[config.mk]
export PLATFORM = sky130hd
export DESIGN_NAME = capture_frame_boundary_parser
export DESIGN_NICKNAME = d
export VERILOG_FILES = /design/src/cfbp_pkg.sv /design/src/capture_frame_boundary_parser.sv
export SDC_FILE = /design/constraint.sdc
export NUM_CORES = 2
export LEC_CHECK = 0
export BUFFER_PORTS_ARGS = -buffer_cell sky130_fd_sc_hd__buf_2
export CORE_ASPECT_RATIO = 2
export CORE_MARGIN = 1.5
export CORE_UTILIZATION = 49
export DETAILED_ROUTE_END_ITERATION = 16
export SLEW_MARGIN = 20
export SYNTH_ARGS = -nofsm -noshare
export SYNTH_HDL_FRONTEND = slang
export SYNTH_SLANG_ARGS = --single-unit
[constraint.sdc]
create_clock -name clk_i -period 27.2 [get_ports clk_i]
set_clock_uncertainty 0.1 [all_clocks]
set_input_delay 4.08 -clock clk_i [delete_from_list [all_inputs] [get_ports clk_i]]
set_output_delay 4.08 -clock clk_i [all_outputs]
set_load 0.01 [all_outputs]
[src/cfbp_pkg.sv]
// Package for the capture frame boundary parser.
// Holds field widths, run-length decode constants and the run-length function.
// No dependencies.
package cfbp_pkg;

  localparam int unsigned ByteW  = 8;
  localparam int unsigned WordW  = 32;
  localparam int unsigned SumW   = 40;
  localparam int unsigned CoordW = 3;

  localparam logic [ByteW-1:0]  RunExpBase   = 8'hE0;
  localparam logic [ByteW-1:0]  RunExpOffset = 8'd7;

  // Coordinate word positions within a rectangle header
  localparam logic [CoordW-1:0] CoordLeft   = 3'd1;
  localparam logic [CoordW-1:0] CoordTop    = 3'd2;
  localparam logic [CoordW-1:0] CoordRight  = 3'd3;
  localparam logic [CoordW-1:0] CoordBottom = 3'd4;

  localparam logic [1:0] PhaseLast = 2'd3;

  function automatic logic [SumW-1:0] run_length(input logic [ByteW-1:0] b);
    logic [ByteW-1:0] sh;
    logic [SumW-1:0]  len;
    sh = b - RunExpBase + RunExpOffset;
    if (b < RunExpBase) begin
      len = SumW'(b) + SumW'(1);
    end else begin
      len = SumW'(1) << sh[5:0];
    end
    return len;
  endfunction

endpackage

[src/capture_frame_boundary_parser.sv]
// Capture frame boundary parser top level: word assembly, header and run parsing.
// Depends on cfbp_pkg.
//
// channel   dir  transfer content
// s_axis    in   tdata = data_byte
// m_axis    out  tdata = frame_pts, tlast = frame_end, tuser = key_flag
//
// One result per input byte, one byte per cycle unless stalled; outputs registered.
// Rectangle area is registered from the stored corners; a run word needs at
// least four bytes after the last corner word, so the area is always settled.
// Output register frees s_axis_tready whenever it is empty or being taken.
// Asynchronous active-low reset clears all parse state.
module capture_frame_boundary_parser (
  input  logic                        clk_i,
  input  logic                        rst_ni,
  input  logic                        s_axis_tvalid,
  output logic                        s_axis_tready,
  input  logic [cfbp_pkg::ByteW-1:0]  s_axis_tdata,   // [7:0] data_byte
  output logic                        m_axis_tvalid,
  input  logic                        m_axis_tready,
  output logic [cfbp_pkg::WordW-1:0]  m_axis_tdata,   // [31:0] frame_pts
  output logic                        m_axis_tlast,   // frame_end
  output logic                        m_axis_tuser    // [0] key_flag
);
  import cfbp_pkg::*;

  logic [23:0]       shift_q, shift_d;
  logic [1:0]        phase_q, phase_d;
  logic              have_stamp_q, have_stamp_d;
  logic              have_count_q, have_count_d;
  logic              have_rect_q, have_rect_d;
  logic [CoordW-1:0] coord_q, coord_d;
  logic [WordW-1:0]  rect_total_q, rect_total_d;
  logic [WordW-1:0]  rect_done_q, rect_done_d;
  logic [WordW-1:0]  left_x_q, left_x_d;
  logic [WordW-1:0]  top_y_q, top_y_d;
  logic [WordW-1:0]  right_x_q, right_x_d;
  logic [WordW-1:0]  bottom_y_q, bottom_y_d;
  logic [WordW-1:0]  area_q;
  logic [SumW-1:0]   run_sum_q, run_sum_d;
  logic              seen_q, seen_d;
  logic [WordW-1:0]  stamp_q, stamp_d;

  logic              out_valid_q;
  logic              out_last_q, out_last_d;
  logic              out_key_q, out_key_d;
  logic [WordW-1:0]  out_pts_q, out_pts_d;

  logic              accept;
  logic [WordW-1:0]  word;
  logic [SumW-1:0]   sum_next;
  logic [WordW-1:0]  done_next;

  assign s_axis_tready = !out_valid_q || m_axis_tready;
  assign accept        = s_axis_tvalid && s_axis_tready;

  assign word      = {s_axis_tdata, shift_q[7:0], shift_q[15:8], shift_q[23:16]};
  assign sum_next  = run_sum_q + run_length(s_axis_tdata);
  assign done_next = rect_done_q + WordW'(1);

  always_comb begin
    shift_d      = {shift_q[15:0], s_axis_tdata};
    phase_d      = phase_q + 2'd1;
    have_stamp_d = have_stamp_q;
    have_count_d = have_count_q;
    have_rect_d  = have_rect_q;
    coord_d      = coord_q;
    rect_total_d = rect_total_q;
    rect_done_d  = rect_done_q;
    left_x_d     = left_x_q;
    top_y_d      = top_y_q;
    right_x_d    = right_x_q;
    bottom_y_d   = bottom_y_q;
    run_sum_d    = run_sum_q;
    seen_d       = seen_q;
    stamp_d      = stamp_q;
    out_last_d   = 1'b0;
    out_key_d    = 1'b0;
    out_pts_d    = '0;
    if (phase_q == PhaseLast) begin
      if (!have_stamp_q) begin
        have_stamp_d = 1'b1;
        stamp_d      = word;
        rect_done_d  = '0;
      end else if (!have_count_q) begin
        have_count_d = 1'b1;
        rect_total_d = word;
      end else if (!have_rect_q) begin
        coord_d = coord_q + CoordW'(1);
        unique case (coord_d)
          CoordBottom: begin
            have_rect_d = 1'b1;
            bottom_y_d  = word;
          end
          CoordRight:  right_x_d = word;
          CoordTop:    top_y_d   = word;
          CoordLeft:   left_x_d  = word;
          default: ;
        endcase
      end else begin
        run_sum_d = sum_next;
        if (sum_next >= SumW'(area_q)) begin
          rect_done_d = done_next;
          have_rect_d = 1'b0;
          coord_d     = '0;
          run_sum_d   = '0;
          if (done_next == rect_total_q) begin
            rect_done_d  = '0;
            rect_total_d = '0;
            have_stamp_d = 1'b0;
            have_count_d = 1'b0;
            out_last_d   = 1'b1;
            out_key_d    = !seen_q;
            out_pts_d    = stamp_q;
            seen_d       = 1'b1;
          end
        end
      end
    end
  end

  always_ff @(posedge clk_i or negedge rst_ni) begin
    if (!rst_ni) begin
      shift_q      <= '0;
      phase_q      <= '0;
      have_stamp_q <= 1'b0;
      have_count_q <= 1'b0;
      have_rect_q  <= 1'b0;
      coord_q      <= '0;
      rect_total_q <= '0;
      rect_done_q  <= '0;
      left_x_q     <= '0;
      top_y_q      <= '0;
      right_x_q    <= '0;
      bottom_y_q   <= '0;
      area_q       <= '0;
      run_sum_q    <= '0;
      seen_q       <= 1'b0;
      stamp_q      <= '0;
      out_valid_q  <= 1'b0;
      out_last_q   <= 1'b0;
      out_key_q    <= 1'b0;
      out_pts_q    <= '0;
    end else begin
      area_q <= (right_x_q - left_x_q) * (bottom_y_q - top_y_q);
      if (accept) begin
        shift_q      <= shift_d;
        phase_q      <= phase_d;
        have_stamp_q <= have_stamp_d;
        have_count_q <= have_count_d;
        have_rect_q  <= have_rect_d;
        coord_q      <= coord_d;
        rect_total_q <= rect_total_d;
        rect_done_q  <= rect_done_d;
        left_x_q     <= left_x_d;
        top_y_q      <= top_y_d;
        right_x_q    <= right_x_d;
        bottom_y_q   <= bottom_y_d;
        run_sum_q    <= run_sum_d;
        seen_q       <= seen_d;
        stamp_q      <= stamp_d;
        out_last_q   <= out_last_d;
        out_key_q    <= out_key_d;
        out_pts_q    <= out_pts_d;
        out_valid_q  <= 1'b1;
      end else if (m_axis_tready) begin
        out_valid_q  <= 1'b0;
      end
    end
  end

  assign m_axis_tvalid = out_valid_q;
  assign m_axis_tdata  = out_pts_q;
  assign m_axis_tlast  = out_last_q;
  assign m_axis_tuser  = out_key_q;

endmodule

==> results.py <==
metrics = {
    "synthesis": {
        "synth_edf_count": 0,
        "ys_ff_latch": 364,
        "syn_avg_cell_area_um2": 9.34,
        "ys_warn_count": 0,
        "ys.flop_type": "dfrtp_1",
        "syn-cell-area_um2": 36700,
        "yosysUniqueCellTypes": 81,
        "async_flop_share": 1.00,
        "postSynthCellCount": 3932,
        "syn-num-nets": 4625,
        "seq_area_frac_synth": 0.248,
    },
    "drt": {
        "drt_iter0_drc": 1583,
        "vias_per_cell": 5.74,
        "first_pass_iters": 6,
        "drc_errors": 0,
        "antenna_left": 0,
        "wl_mm": 112,
        "dr_total_vias": 28100,
        "wire_per_inst_um": 22.9,
    },
    "placed_design": {
        "dp.cells": 4825,
        "placed_area_um2": 38300,
        "dpl.hpwl_mm": 87.2,
        "io_buffers": 47,
        "gp_congestion": 0.967,
    },
    "finish": {
        "drive_gt1_frac": 0.105,
        "final_cells": 4890,
        "layout.nets": 4626,
        "mostFrequentLayoutCells": "inv_1 (563), fa_1 (411), nor2_1 (394), nand2_1 (386), dfrtp_1 (364)",
        "layout_commonest_cell": "inv_1",
        "finish.instance_area_um2": 39500,
        "area_growth_pct": 7.58,
    },
    "clock_tree": {
        "root_buffer": "clkbuf_16",
        "hold_buffers": 0,
        "post-cts-setup-buffers": 0,
        "clkLatencyLatePin_ps": 570,
        "cts_resized": 0,
        "cts-buffers-inserted": 35,
        "clock-sinks": 364,
        "h-tree-depth": 2,
        "clk_pin_slew_worst_paths_ps": 70,
        "cts_tree": "done",
        "cts_buffer_depth": 3,
    },
    "timing": {
        "hold_viol_final": 0,
        "max_slew_margin": 0.247,
        "setup_viol": 0,
        "setup-tns-final_ps": 0,
        "drv_slew": 0,
        "fmax_mhz": 84.5,
        "finalCritPeriodShare": 0.435,
        "worstMarginPinSlew_ps": 1100,
        "rsz0062_at_grt": "false",
        "holdWs_ps": 385,
        "timing.final.crit_period_ps": 11830,
    },
    "grt": {
        "grt_pass1_vias": 30000,
        "antenna_found_initial": 2,
        "track_usage": 0.303,
        "grt_max_degree": 160,
        "grt_pass1_wl_mm": 174,
        "gr-total-overflow": 0,
    },
    "die": {
        "die_area_um2": 76700,
        "start_util": 0.496,
        "fp.dieW_um": 197,
        "die_y_um": 390,
        "pin_count": 48,
        "rows": 141,
        "core_um2": 74100,
    },
    "critical_path": {
        "path_class": "input port to flop",
        "worstPathRequired_ps": 27540,
        "path_buf_inv": 6,
        "crit_family": "compound AO/OA/AOI/OAI gates",
        "cp-start-kind": "input port",
        "arrival_ps": 12180,
        "slowest_delay_ps": 380,
        "critPathSlowestCell": "or2_1",
        "cp-end-kind": "flop",
        "path_max_fanout": 35,
    },
    "run": {
        "cap_violations": 0,
    },
    "worst_hold_path": {
        "hp-class": "flop to flop",
    },
    "status": {
        "status": "finished clean",
    },
}
per-layer routing:
layer,global-route usage,wire (um),up-vias
li1,-,-,12700
met2,0.579,61000,800
met1,0.302,37400,14200
met5,0,9,-
met3,0.0311,4120,356
met4,0.212,9280,2
metrics by stage:
step                       util  worst slack, ps
after floorplan               -            16550
after global placement    0.516            14920
after detailed placement  0.516            14860
after CTS                 0.533            15430
after global routing      0.533            14380
final                     0.533            15370
state kept, by name, indices dropped and copies added (netlist names), 2 cells and up:
register      cells
run_sum_q        40
rect_total_q     32
bottom_y_q       32
coord_q           3
top_y_q          32
area_q           32
right_x_q        32
rect_done_q      32
phase_q           2
stamp_q          32
left_x_q         32
m_axis_tdata     32
shift_q          24
final cells by class:
class,count,area [um^2]
Inverter,563,2110
Clock buffer,48,985
Sequential cell,364,9110
Timing Repair Buffer,127,858
Antenna cell,1,2.50
Clock inverter,16,259
Tap cell,929,1160
Fill cell,6852,34600
Multi-Input combinational cell,2842,25000
logic make-up (layout without fill, tap and decap cells):
logic type,after synthesis,count (layout),synth area share
simple gates,1155,1155,0.143
mux,151,151,0.0461
flops,364,364,0.248
other cells,0,1,0
compound gates,615,615,0.112
xor+xnor,240,240,0.0602
buf+inv,726,754,0.0748
fa+ha+maj,681,681,0.316
path summary, 6_finish.rpt:
kind                                  from        endpoint  slack [ps]  depth (start not counted)
max                        s_axis_tdata[0]  rect_done_q[2]       15370                         40
min                             phase_q[1]      phase_q[1]         390                          2
max reg2reg                   left_x_q[11]      area_q[31]       16200                         35
min reg2reg                     phase_q[1]      phase_q[1]         390                          2
max in group asynchronous           rst_ni      area_q[28]       21400                          3
min in group asynchronous           rst_ni     left_x_q[4]        3400                          1
synth_stat cells, drive strengths merged, types with 5 or more instances:
cell	number	area, um^2
nand4	32	200
clkbuf	150	564
nand2	388	1460
nor3b	7	57.6
mux2	146	1640
a211oi	15	113
or4	5	37.5
nor3	45	225
xnor2	163	1430
ha	270	3380
or2	45	282
buf	13	71.3
o41ai	6	52.6
o21a	16	120
fa	411	8230
nand2b	71	452
dfrtp	364	9110
a22o	66	578
and2	35	219
inv	563	2110
xor2	69	604
a21oi	130	662
o31ai	34	260
mux2i	5	50.1
or3	8	50.1
xnor3	8	180
o21ai	148	741
o21bai	21	158
a2111oi	5	50.0
a21o	82	616
nor2b	24	150
nor4	10	62.6
o211ai	15	118
a221o	6	60.1
a31oi	21	131
nand3	40	200
and3	29	181
nand3b	5	37.5
a21boi	6	48.8
a211o	7	61.3
nor2	397	1500
worst reg2reg max path: cells and delay by family, from the launching register on:
kind            cells  cell delay, ps
simple gates        2             480
xor+xnor           14            3210
fa+ha+maj           9            4310
flops               1             350
compound gates      8            2280
buf+inv             2             150
Power is not shown: default switching activity piles up to over one toggle a cycle in this logic, so the estimate is an artifact.
